===== config.mk =====
export PLATFORM = sky130hd
export DESIGN_NAME = lcg_dice_sum_roller_flat
export DESIGN_NICKNAME = d
export VERILOG_FILES = /design/src/rtl/lds_pkg.sv /design/src/rtl/lds_ifs.sv /design/src/rtl/lcg_dice_sum_roller.sv /design/src/rtl/lds_sequencer.sv /design/src/rtl/lds_lcg.sv /design/src/rtl/lds_divider.sv /design/src/flat_wrapper.sv
export SDC_FILE = /design/constraint.sdc
export NUM_CORES = 1
export LEC_CHECK = 0
export BUFFER_PORTS_ARGS = -buffer_cell sky130_fd_sc_hd__buf_4
export CORE_UTILIZATION = 23
export CTS_CLUSTER_DIAMETER = 40
export DETAILED_ROUTE_END_ITERATION = 8
export HOLD_SLACK_MARGIN = 0.02
export PLACE_DENSITY_LB_ADDON = 0.12
export SETUP_SLACK_MARGIN = 0.15
export SLEW_MARGIN = 20
export SYNTH_ARGS = -nofsm -noshare
export SYNTH_HDL_FRONTEND = slang
export SYNTH_SLANG_ARGS = --single-unit

===== constraint.sdc =====
create_clock -name clk -period 5.5 [get_ports clk]
set_input_delay 0.55 -clock clk [delete_from_list [all_inputs] [get_ports clk]]
set_output_delay 0.55 -clock clk [all_outputs]
set_load 0.01 [all_outputs]

===== src/rtl/lds_pkg.sv =====
package lds_pkg;

    // Field and register widths.
    localparam int DICE_W = 4;
    localparam int SIDE_W = 7;
    localparam int SEED_W = 10;
    localparam int SUM_W  = 11;

    // Register reset values.
    localparam logic [DICE_W-1:0] DICE_RESET = 4'd3;
    localparam logic [SIDE_W-1:0] SIDE_RESET = 7'd6;
    localparam logic [SEED_W-1:0] SEED_RESET = 10'd427;

    // Register map, indexed by paddr[3:2].
    localparam int PADDR_W = 4;
    typedef enum logic [1:0] {
        REG_DICE_COUNT = 2'd0,
        REG_SIDE_COUNT = 2'd1,
        REG_START_SEED = 2'd2,
        REG_UNUSED     = 2'd3
    } lds_reg_e;

    // Generator step: seed = (40*seed + 3641) mod 729.
    localparam int LCG_T_W = 16;
    localparam logic [LCG_T_W-1:0] LCG_MUL = 16'd40;
    localparam logic [LCG_T_W-1:0] LCG_ADD = 16'd3641;
    localparam logic [10:0]        LCG_MOD = 11'd729;
    // Quotient estimate floor(t * 2^26 / 729) / 2^26 is exact or one low.
    localparam logic [16:0] LCG_RECIP = 17'd92056;
    localparam int LCG_SHIFT = 26;
    localparam int LCG_Q_W   = 6;

    // Remainder unit processes one dividend bit per cycle.
    localparam int DIV_CNT_W = 4;
    localparam logic [DIV_CNT_W-1:0] DIV_BITS = 4'd10;

    // Microprogram.
    localparam int UPC_W = 4;

    typedef enum logic [3:0] {
        OP_NONE,
        OP_START,
        OP_LCG_A,
        OP_LCG_B,
        OP_LCG_C,
        OP_LCG_D,
        OP_DIV_LOAD,
        OP_DIV_STEP,
        OP_ACC,
        OP_EMIT
    } lds_op_e;

    typedef enum logic [2:0] {
        C_NEVER,
        C_ALWAYS,
        C_NO_INPUT,
        C_DICE_ZERO,
        C_DIV_MORE,
        C_OUT_FULL
    } lds_cond_e;

    typedef struct packed {
        logic             in_ready;
        lds_op_e          op;
        lds_cond_e        hold;
        lds_cond_e        jmp;
        logic [UPC_W-1:0] target;
    } lds_uword_t;

    // Control word as issued to the datapath.
    typedef struct packed {
        logic    in_ready;
        lds_op_e op;
    } lds_ctl_t;

    // Status flags tested by the sequencer.
    typedef struct packed {
        logic no_input;
        logic dice_zero;
        logic div_more;
        logic out_full;
    } lds_stat_t;

    localparam logic [UPC_W-1:0] STEP_WAIT  = 4'd0;
    localparam logic [UPC_W-1:0] STEP_CHECK = 4'd1;
    localparam logic [UPC_W-1:0] STEP_LCG_A = 4'd2;
    localparam logic [UPC_W-1:0] STEP_LCG_B = 4'd3;
    localparam logic [UPC_W-1:0] STEP_LCG_C = 4'd4;
    localparam logic [UPC_W-1:0] STEP_LCG_D = 4'd5;
    localparam logic [UPC_W-1:0] STEP_DLOAD = 4'd6;
    localparam logic [UPC_W-1:0] STEP_DSTEP = 4'd7;
    localparam logic [UPC_W-1:0] STEP_ACC   = 4'd8;
    localparam logic [UPC_W-1:0] STEP_EMIT  = 4'd9;

    function automatic lds_uword_t lds_rom(input logic [UPC_W-1:0] addr);
        lds_uword_t w;
        w = '{in_ready: 1'b0, op: OP_NONE, hold: C_NEVER, jmp: C_NEVER, target: STEP_WAIT};
        case (addr)
            STEP_WAIT:
            begin
                w.in_ready = 1'b1;
                w.op       = OP_START;
                w.hold     = C_NO_INPUT;
            end
            STEP_CHECK:
            begin
                w.jmp    = C_DICE_ZERO;
                w.target = STEP_EMIT;
            end
            STEP_LCG_A: w.op = OP_LCG_A;
            STEP_LCG_B: w.op = OP_LCG_B;
            STEP_LCG_C: w.op = OP_LCG_C;
            STEP_LCG_D: w.op = OP_LCG_D;
            STEP_DLOAD: w.op = OP_DIV_LOAD;
            STEP_DSTEP:
            begin
                w.op   = OP_DIV_STEP;
                w.hold = C_DIV_MORE;
            end
            STEP_ACC:
            begin
                w.op     = OP_ACC;
                w.jmp    = C_ALWAYS;
                w.target = STEP_CHECK;
            end
            STEP_EMIT:
            begin
                w.op     = OP_EMIT;
                w.hold   = C_OUT_FULL;
                w.jmp    = C_ALWAYS;
                w.target = STEP_WAIT;
            end
            default:
            begin
                w.jmp    = C_ALWAYS;
                w.target = STEP_WAIT;
            end
        endcase
        return w;
    endfunction

endpackage


===== src/rtl/lds_ifs.sv =====
interface lds_req_if;
    logic valid;
    logic ready;
    logic reseed;

    modport source (output valid, output reseed, input ready);
    modport sink (input valid, input reseed, output ready);
endinterface

interface lds_rsp_if;
    logic        valid;
    logic        ready;
    logic [10:0] dice_sum;

    modport source (output valid, output dice_sum, input ready);
    modport sink (input valid, input dice_sum, output ready);
endinterface


===== src/rtl/lcg_dice_sum_roller.sv =====
// Channel  Dir  Payload              Transfer
// req      in   reseed (1 bit)       req.valid && req.ready
// rsp      out  dice_sum (11 bits)   rsp.valid && rsp.ready
// apb      in   dice/side/seed regs  psel && penable && pwrite (pready tied high)
//
// A request is taken in the wait step, and the next request can be taken in the
// cycle after the result register is loaded. Each die runs the die count test,
// the generator steps LCG_A to LCG_D with modulo-729 reduction, a load, a remainder
// step by side_count for each of the ten seed bits and the add, all run by the microprogram.
// Reset clears the step counter, die counter, divider bit counter, generator seed and output valid.
// A new request is taken while a result waits; the next result stalls in
// the final step until the output register is free.
module lcg_dice_sum_roller
    import lds_pkg::*;
(
    input  logic               clk,
    input  logic               rst_n,
    lds_req_if.sink            req,
    lds_rsp_if.source          rsp,
    input  logic               psel,
    input  logic               penable,
    input  logic               pwrite,
    input  logic [PADDR_W-1:0] paddr,
    input  logic [31:0]        pwdata,
    output logic [31:0]        prdata,
    output logic               pready
);

    lds_ctl_t  ctl;
    lds_stat_t stat;

    logic [DICE_W-1:0] dice_count_reg;
    logic [SIDE_W-1:0] side_count_reg;
    logic [SEED_W-1:0] start_seed_reg;
    logic [DICE_W-1:0] die_cnt_reg;
    logic [SUM_W-1:0]  sum_reg;
    logic [SUM_W-1:0]  dice_sum_reg;
    logic              out_valid_reg;
    logic              cfg_write;
    lds_reg_e          reg_sel;
    logic [SEED_W-1:0] seed;
    logic [SIDE_W-1:0] remainder;
    logic              div_more;
    logic [SIDE_W-1:0] die_rem;

    assign pready    = 1'b1;
    assign cfg_write = psel && penable && pwrite;
    assign reg_sel   = lds_reg_e'(paddr[3:2]);

    always_comb
    begin
        case (reg_sel)
            REG_DICE_COUNT: prdata = 32'(dice_count_reg);
            REG_SIDE_COUNT: prdata = 32'(side_count_reg);
            REG_START_SEED: prdata = 32'(start_seed_reg);
            default:        prdata = '0;
        endcase
    end

    always_ff @(posedge clk or negedge rst_n)
    begin
        if (!rst_n)
        begin
            dice_count_reg <= DICE_RESET;
            side_count_reg <= SIDE_RESET;
            start_seed_reg <= SEED_RESET;
        end
        else if (cfg_write)
        begin
            case (reg_sel)
                REG_DICE_COUNT: dice_count_reg <= pwdata[DICE_W-1:0];
                REG_SIDE_COUNT: side_count_reg <= pwdata[SIDE_W-1:0];
                REG_START_SEED: start_seed_reg <= pwdata[SEED_W-1:0];
                default:
                begin
                end
            endcase
        end
    end

    assign req.ready     = ctl.in_ready;
    assign rsp.valid     = out_valid_reg;
    assign rsp.dice_sum  = dice_sum_reg;

    assign stat.no_input  = !req.valid;
    assign stat.dice_zero = (die_cnt_reg == '0);
    assign stat.div_more  = div_more;
    assign stat.out_full  = out_valid_reg && !rsp.ready;

    // With zero sides every die shows one.
    assign die_rem = (side_count_reg == '0) ? '0 : remainder;

    lds_sequencer u_seq (
        .clk   (clk),
        .rst_n (rst_n),
        .stat  (stat),
        .ctl   (ctl)
    );

    lds_lcg u_lcg (
        .clk        (clk),
        .rst_n      (rst_n),
        .ctl        (ctl),
        .reseed     (req.reseed),
        .start_seed (start_seed_reg),
        .seed       (seed)
    );

    lds_divider u_div (
        .clk       (clk),
        .rst_n     (rst_n),
        .ctl       (ctl),
        .dividend  (seed),
        .divisor   (side_count_reg),
        .remainder (remainder),
        .more      (div_more)
    );

    always_ff @(posedge clk or negedge rst_n)
    begin
        if (!rst_n)
        begin
            die_cnt_reg   <= '0;
            out_valid_reg <= 1'b0;
        end
        else
        begin
            if (ctl.op == OP_START)
            begin
                die_cnt_reg <= dice_count_reg;
            end
            else if (ctl.op == OP_ACC)
            begin
                die_cnt_reg <= die_cnt_reg - 1'b1;
            end

            if (ctl.op == OP_EMIT)
            begin
                out_valid_reg <= 1'b1;
            end
            else if (rsp.ready)
            begin
                out_valid_reg <= 1'b0;
            end
        end
    end

    always_ff @(posedge clk)
    begin
        case (ctl.op)
            OP_START: sum_reg      <= '0;
            OP_ACC:   sum_reg      <= sum_reg + SUM_W'(die_rem) + SUM_W'(1);
            OP_EMIT:  dice_sum_reg <= sum_reg;
            default:
            begin
            end
        endcase
    end

endmodule


===== src/rtl/lds_sequencer.sv =====
module lds_sequencer
    import lds_pkg::*;
(
    input  logic      clk,
    input  logic      rst_n,
    input  lds_stat_t stat,
    output lds_ctl_t  ctl
);

    logic [UPC_W-1:0] upc_reg;
    logic [UPC_W-1:0] upc_next;
    lds_uword_t       uword;
    logic             hold_true;
    logic             jmp_true;

    function automatic logic cond_eval(input lds_cond_e c, input lds_stat_t s);
        logic r;
        case (c)
            C_NEVER:     r = 1'b0;
            C_ALWAYS:    r = 1'b1;
            C_NO_INPUT:  r = s.no_input;
            C_DICE_ZERO: r = s.dice_zero;
            C_DIV_MORE:  r = s.div_more;
            C_OUT_FULL:  r = s.out_full;
            default:     r = 1'b0;
        endcase
        return r;
    endfunction

    assign uword     = lds_rom(upc_reg);
    assign hold_true = cond_eval(uword.hold, stat);
    assign jmp_true  = cond_eval(uword.jmp, stat);

    always_comb
    begin
        if (hold_true)
        begin
            upc_next = upc_reg;
        end
        else if (jmp_true)
        begin
            upc_next = uword.target;
        end
        else
        begin
            upc_next = upc_reg + 1'b1;
        end
    end

    // A held step does nothing, except the divide step, which iterates in place.
    always_comb
    begin
        ctl.in_ready = uword.in_ready;
        if (hold_true && (uword.op != OP_DIV_STEP))
        begin
            ctl.op = OP_NONE;
        end
        else
        begin
            ctl.op = uword.op;
        end
    end

    always_ff @(posedge clk or negedge rst_n)
    begin
        if (!rst_n)
        begin
            upc_reg <= STEP_WAIT;
        end
        else
        begin
            upc_reg <= upc_next;
        end
    end

endmodule


===== src/rtl/lds_lcg.sv =====
module lds_lcg
    import lds_pkg::*;
(
    input  logic              clk,
    input  logic              rst_n,
    input  lds_ctl_t          ctl,
    input  logic              reseed,
    input  logic [SEED_W-1:0] start_seed,
    output logic [SEED_W-1:0] seed
);

    logic [SEED_W-1:0]  seed_reg;
    logic [LCG_T_W-1:0] t_reg;
    logic [LCG_Q_W-1:0] q_reg;
    logic [10:0]        r_reg;
    logic [31:0]        prod;
    logic [LCG_T_W-1:0] qm;

    assign prod = 32'(t_reg) * 32'(LCG_RECIP);
    assign qm   = LCG_T_W'(q_reg) * LCG_T_W'(LCG_MOD);
    assign seed = seed_reg;

    always_ff @(posedge clk or negedge rst_n)
    begin
        if (!rst_n)
        begin
            seed_reg <= '0;
        end
        else
        begin
            case (ctl.op)
                OP_START:
                begin
                    if (reseed)
                    begin
                        seed_reg <= start_seed;
                    end
                end
                OP_LCG_D:
                begin
                    if (r_reg >= LCG_MOD)
                    begin
                        seed_reg <= SEED_W'(r_reg - LCG_MOD);
                    end
                    else
                    begin
                        seed_reg <= SEED_W'(r_reg);
                    end
                end
                default:
                begin
                end
            endcase
        end
    end

    // Reduction pipeline: t = 40*seed + 3641, quotient estimate, remainder below 2*729.
    always_ff @(posedge clk)
    begin
        case (ctl.op)
            OP_LCG_A: t_reg <= LCG_T_W'(seed_reg) * LCG_MUL + LCG_ADD;
            OP_LCG_B: q_reg <= prod[LCG_SHIFT +: LCG_Q_W];
            OP_LCG_C: r_reg <= 11'(t_reg - qm);
            default:
            begin
            end
        endcase
    end

endmodule


===== src/rtl/lds_divider.sv =====
module lds_divider
    import lds_pkg::*;
(
    input  logic              clk,
    input  logic              rst_n,
    input  lds_ctl_t          ctl,
    input  logic [SEED_W-1:0] dividend,
    input  logic [SIDE_W-1:0] divisor,
    output logic [SIDE_W-1:0] remainder,
    output logic              more
);

    logic [DIV_CNT_W-1:0] cnt_reg;
    logic [SEED_W-1:0]    dvd_reg;
    logic [SIDE_W-1:0]    rem_reg;
    logic [SIDE_W:0]      trial;

    assign trial     = {rem_reg, dvd_reg[SEED_W-1]};
    assign remainder = rem_reg;
    assign more      = (cnt_reg != DIV_CNT_W'(1));

    always_ff @(posedge clk or negedge rst_n)
    begin
        if (!rst_n)
        begin
            cnt_reg <= '0;
        end
        else if (ctl.op == OP_DIV_LOAD)
        begin
            cnt_reg <= DIV_BITS;
        end
        else if (ctl.op == OP_DIV_STEP)
        begin
            cnt_reg <= cnt_reg - 1'b1;
        end
    end

    // Restoring remainder, one dividend bit per cycle, most significant first.
    always_ff @(posedge clk)
    begin
        if (ctl.op == OP_DIV_LOAD)
        begin
            dvd_reg <= dividend;
            rem_reg <= '0;
        end
        else if (ctl.op == OP_DIV_STEP)
        begin
            dvd_reg <= {dvd_reg[SEED_W-2:0], 1'b0};
            if (trial >= {1'b0, divisor})
            begin
                rem_reg <= SIDE_W'(trial - {1'b0, divisor});
            end
            else
            begin
                rem_reg <= SIDE_W'(trial);
            end
        end
    end

endmodule


===== src/flat_wrapper.sv =====
// flat-port wrapper written by rule: the top's interface ports become plain ports
module lcg_dice_sum_roller_flat import lds_pkg::*;
  (clk, rst_n, psel, penable, pwrite, paddr, pwdata, prdata, pready, req_valid, req_reseed, req_ready, rsp_valid, rsp_dice_sum, rsp_ready);
  lds_req_if req_i ();
  lds_rsp_if rsp_i ();
  input  logic clk;
  input  logic rst_n;
  input  logic psel;
  input  logic penable;
  input  logic pwrite;
  input  logic [PADDR_W-1:0] paddr;
  input  logic [31:0] pwdata;
  output logic [31:0] prdata;
  output logic pready;
  input wire logic [$bits(req_i.valid)-1:0] req_valid;
  input wire logic [$bits(req_i.reseed)-1:0] req_reseed;
  output wire logic [$bits(req_i.ready)-1:0] req_ready;
  output wire logic [$bits(rsp_i.valid)-1:0] rsp_valid;
  output wire logic [$bits(rsp_i.dice_sum)-1:0] rsp_dice_sum;
  input wire logic [$bits(rsp_i.ready)-1:0] rsp_ready;
  assign req_i.valid = req_valid;
  assign req_i.reseed = req_reseed;
  assign req_ready = req_i.ready;
  assign rsp_valid = rsp_i.valid;
  assign rsp_dice_sum = rsp_i.dice_sum;
  assign rsp_i.ready = rsp_ready;
  lcg_dice_sum_roller u_core (.clk(clk), .rst_n(rst_n), .req(req_i), .rsp(rsp_i), .psel(psel), .penable(penable), .pwrite(pwrite), .paddr(paddr), .pwdata(pwdata), .prdata(prdata), .pready(pready));
endmodule

==> summary.md <==
| Metric | Value |
|---|---|
| R2R depth | 19 |
| RR Endpoint | u_core.u_lcg.q_reg[5]$_DFFE_PN_ |
| Num rows | a little under 80 |
| Root buffer cell | clkbuf_16 |
| DP HPWL | just over 20 mm |
| Final ANT Viol Nets | 0 |
| Post-synth EDFFs | 62 |
| Rel. slew slack | 0.363 |
| Total wire length | about 25 mm |
| CTS tree | done |
| CTS Buf Count | 17 |
| Clk Latency, worst-skew pair | about 0.42 ns |
| Share of layout cells above drive strength 1 | 0.192 |
| DRC viols | 0 |
| Synth area leaders | ha_1, edfxtp_1, fa_1 |
| Initial antenna violation count | 0 |
| Number of global-route vias before repair | between 7,000 and 8,000 |
| Fmax | 189 MHz |
| Final Cycle Share | 0.962 |
| Nets | ~1,400 |
| Port buffer count | 42 |
| CP Data Arrival Time | approximately 5.5 ns |
| Min-delay worst type | input port to asynchronous set/reset pin |
| Clk sink count | approximately 110 |
| Die ar. | around 48,000 um^2 |
| Hold Violations, Final | 0 |
| CTS clk-pin slew, worst paths | 0.05 ns |
| Cells after Synth | approximately 1,000 |
| Worst Setup End Kind | register |
| Max Fanout on Critical Path | 4 |
| GR Overflow Total | 0 |
| Outcome | finished clean |
| Diodes inserted | 0 |
| #FFs+latches synth | about 110 |
| Startpoint types | register |
| DRT iter0 DRCs | between 300 and 400 |
| Largest stage delay, worst path | approximately 0.55 ns |
| Finished Cell Area | around 13,000 um^2 |
| H-tree levels | 4 |
| Crit path required time | about 5.7 ns |
| Top Ports | 90 |
| Commonest non-fill, non-tap cells in the layout | ha_1, inv_1, buf_4, fa_1, edfxtp_1 |
| Syn Area/Cell | 10.7 um^2 |
| Final setup violation count | 0 |
| Fillers | around 4,800 |
| Max Slew Vio Count | 0 |
| Most common cell after layout, fill and taps aside | ha_1 |
| WL/cell | between 10 and 15 um |
| Unique cell type count in the Yosys netlist | 68 |
| CP Cell Sequence | fa_1 -> ha_4 -> inv_2 -> fa_1 -> inv_2 -> fa_1 -> fa_1 -> inv_2 -> fa_2 -> inv_2 -> ha_4 -> buf_6 -> a222oi_1 -> nand2_1 -> a31oi_2 -> a21oi_2 -> o22a_1 -> a311o_1 -> xnor2_1 |
| Post-synth top flop | edfxtp_1 |
| Max-cap violations | 0 |
| Pre-antenna DRT Iters | 4 |
| Unrepaired setup endpoints after global routing | yes |
| DR vias | around 7,000 |
| Ys Warns | 0 |
| GP Congestion | 0.763 |
| Tightest Pin Transition | ~0.95 ns |
| Largest net degree at the start of global routing | 45 |
| Fin crit period | 5.29 ns |
| Dpl cell area | between 10,000 and 15,000 um^2 |
| Largest area contributor in the netlist | ha_1 |
| Max reg flops | 13 |
| Worst setup path class | register to register |
| Vias per std cell | 4.08 |
| Non-Filler Instances | ~1,700 |
| Total track usage | 0.112 |
| P&R area growth vs syn | 20.5% |
| CORE AREA | approximately 46,000 um^2 |
| Die span in y | about 220 um |
| Slowest stage cell on the critical path | fa_1 |
| Clock Skew | about 0.013 ns |
| First-pass GRT wire length | 41.5 mm |
| Synth async-reset ratio | 0.389 |
| Worst-case clock buffer depth | 2 |
| Slack of the worst reg-to-reg path | 0.21 ns |
| Top-area cell type share of the netlist area | 0.196 |
| Mapped Area | between 10,000 and 15,000 um^2 |
| Reg2reg start | u_core.u_lcg.t_reg[9]$_DFFE_PN_ |
| Placed insts | 1,684 |
| Register area share after synthesis | 0.290 |
| Initial core utilization | 0.235 |
| Chip width | 218 um |
## cells in the mapped netlist (3+ instances only)
cell type,instances
a211oi_1,3
a21o_1,7
a21oi_1,44
a221o_1,3
a22o_1,5
a31oi_1,6
and2_1,9
and3_1,4
buf_2,5
buf_4,23
clkbuf_1,8
dfrtp_1,34
dfstp_2,10
dfxtp_1,7
edfxtp_1,62
fa_1,85
ha_1,168
inv_1,161
mux2_2,29
mux2i_1,23
nand2_1,42
nand2b_1,7
nand3_1,10
nand3b_1,3
nand4_1,6
nor2_1,38
nor2b_1,11
nor3_1,20
nor3b_1,10
nor4_1,7
o21ai_0,42
o21bai_1,7
o22ai_1,3
or2_2,3
xnor2_1,43
xor2_1,16
## metal layers
layer / vias up / global-route usage / share of wire
li1: 3629 / - / -
met1: 3349 / 0.155 / 0.50
met2: 67 / 0.184 / 0.47
met3: 15 / 0.0153 / 0.019
met4: 0 / 0.0273 / 0.0086
met5: - / 0 / 0
## kinds of logic after synthesis
group	after synthesis	share of synthesized area
AO/OA/AOI/OAI	152	0.0919
XOR/XNOR	59	0.0481
adder cells (fa/ha/maj)	253	0.354
buffers and inverters	200	0.0792
flip-flops	113	0.290
multiplexers	52	0.0518
other	2	0.000699
AND/OR/NAND/NOR	176	0.0842
## layout make-up
type	count	area (um^2)	area share
clock buffers	27	534	0.0413
clock inverters	5	50.0	0.00387
inverters	162	608	0.0470
multi-input cells	715	7050	0.544
flip-flops and latches	113	3120	0.241
well taps	600	751	0.0580
repair buffers	107	837	0.0647
## how the worst max path moves through the flow
| stage | startpoint | endpoint | depth (start not counted) | slack, ns |
|---|---|---|---|---|
| finish | u_core.u_lcg.t_reg[9]$_DFFE_PN_ | u_core.u_lcg.q_reg[5]$_DFFE_PN_ | 19 | 0.21 |
| global route | u_core.u_lcg.t_reg[8]$_DFFE_PN_ | u_core.u_lcg.q_reg[5]$_DFFE_PN_ | 22 | -0.04 |
| CTS | u_core.u_lcg.t_reg[5]$_DFFE_PN_ | u_core.u_lcg.q_reg[5]$_DFFE_PN_ | 17 | 0.15 |
| detailed placement | u_core.u_lcg.t_reg[8]$_DFFE_PN_ | u_core.u_lcg.q_reg[3]$_DFFE_PN_ | 21 | -0.22 |
| global placement | u_core.u_lcg.t_reg[8]$_DFFE_PN_ | u_core.u_lcg.q_reg[3]$_DFFE_PN_ | 18 | -0.12 |
| floorplan | u_core.u_lcg.t_reg[7]$_DFFE_PN_ | u_core.u_lcg.q_reg[5]$_DFFE_PN_ | 20 | 0.16 |
## worst max-delay path, delay by kind of cell (launching register included)
kind,cells,cell delay (ns)
flops,1,0.46
simple gates,1,0.11
fa+ha+maj,7,2.96
buf+inv,5,0.26
compound gates,5,1.09
xor+xnor,1,0.14
## repair_timing
item	CTS	global route
setup buffers	9	4
gates cloned	0	0
pin swaps	25	12
gates resized for setup	20	26
hold buffers	0	0
endpoints found under the setup margin	6	6
## stage by stage
stage / TNS [ns] / setup WS [ns] / utilization / hold slack (ns)
final: 0 / 0.209 / 0.283 / 0.142
after global routing: -0.0391 / -0.0391 / 0.283 / 0.185
after CTS: 0 / 0.150 / 0.280 / 0.159
after detailed placement: -0.815 / -0.219 / 0.263 / 0.460
after global placement: -0.371 / -0.123 / 0.263 / 0.462
after floorplan: 0 / 0.163 / - / 0.254
Power is left out: the tool's default activity adds up to more than one toggle a clock period on the data nets, which glitch-free logic cannot reach.
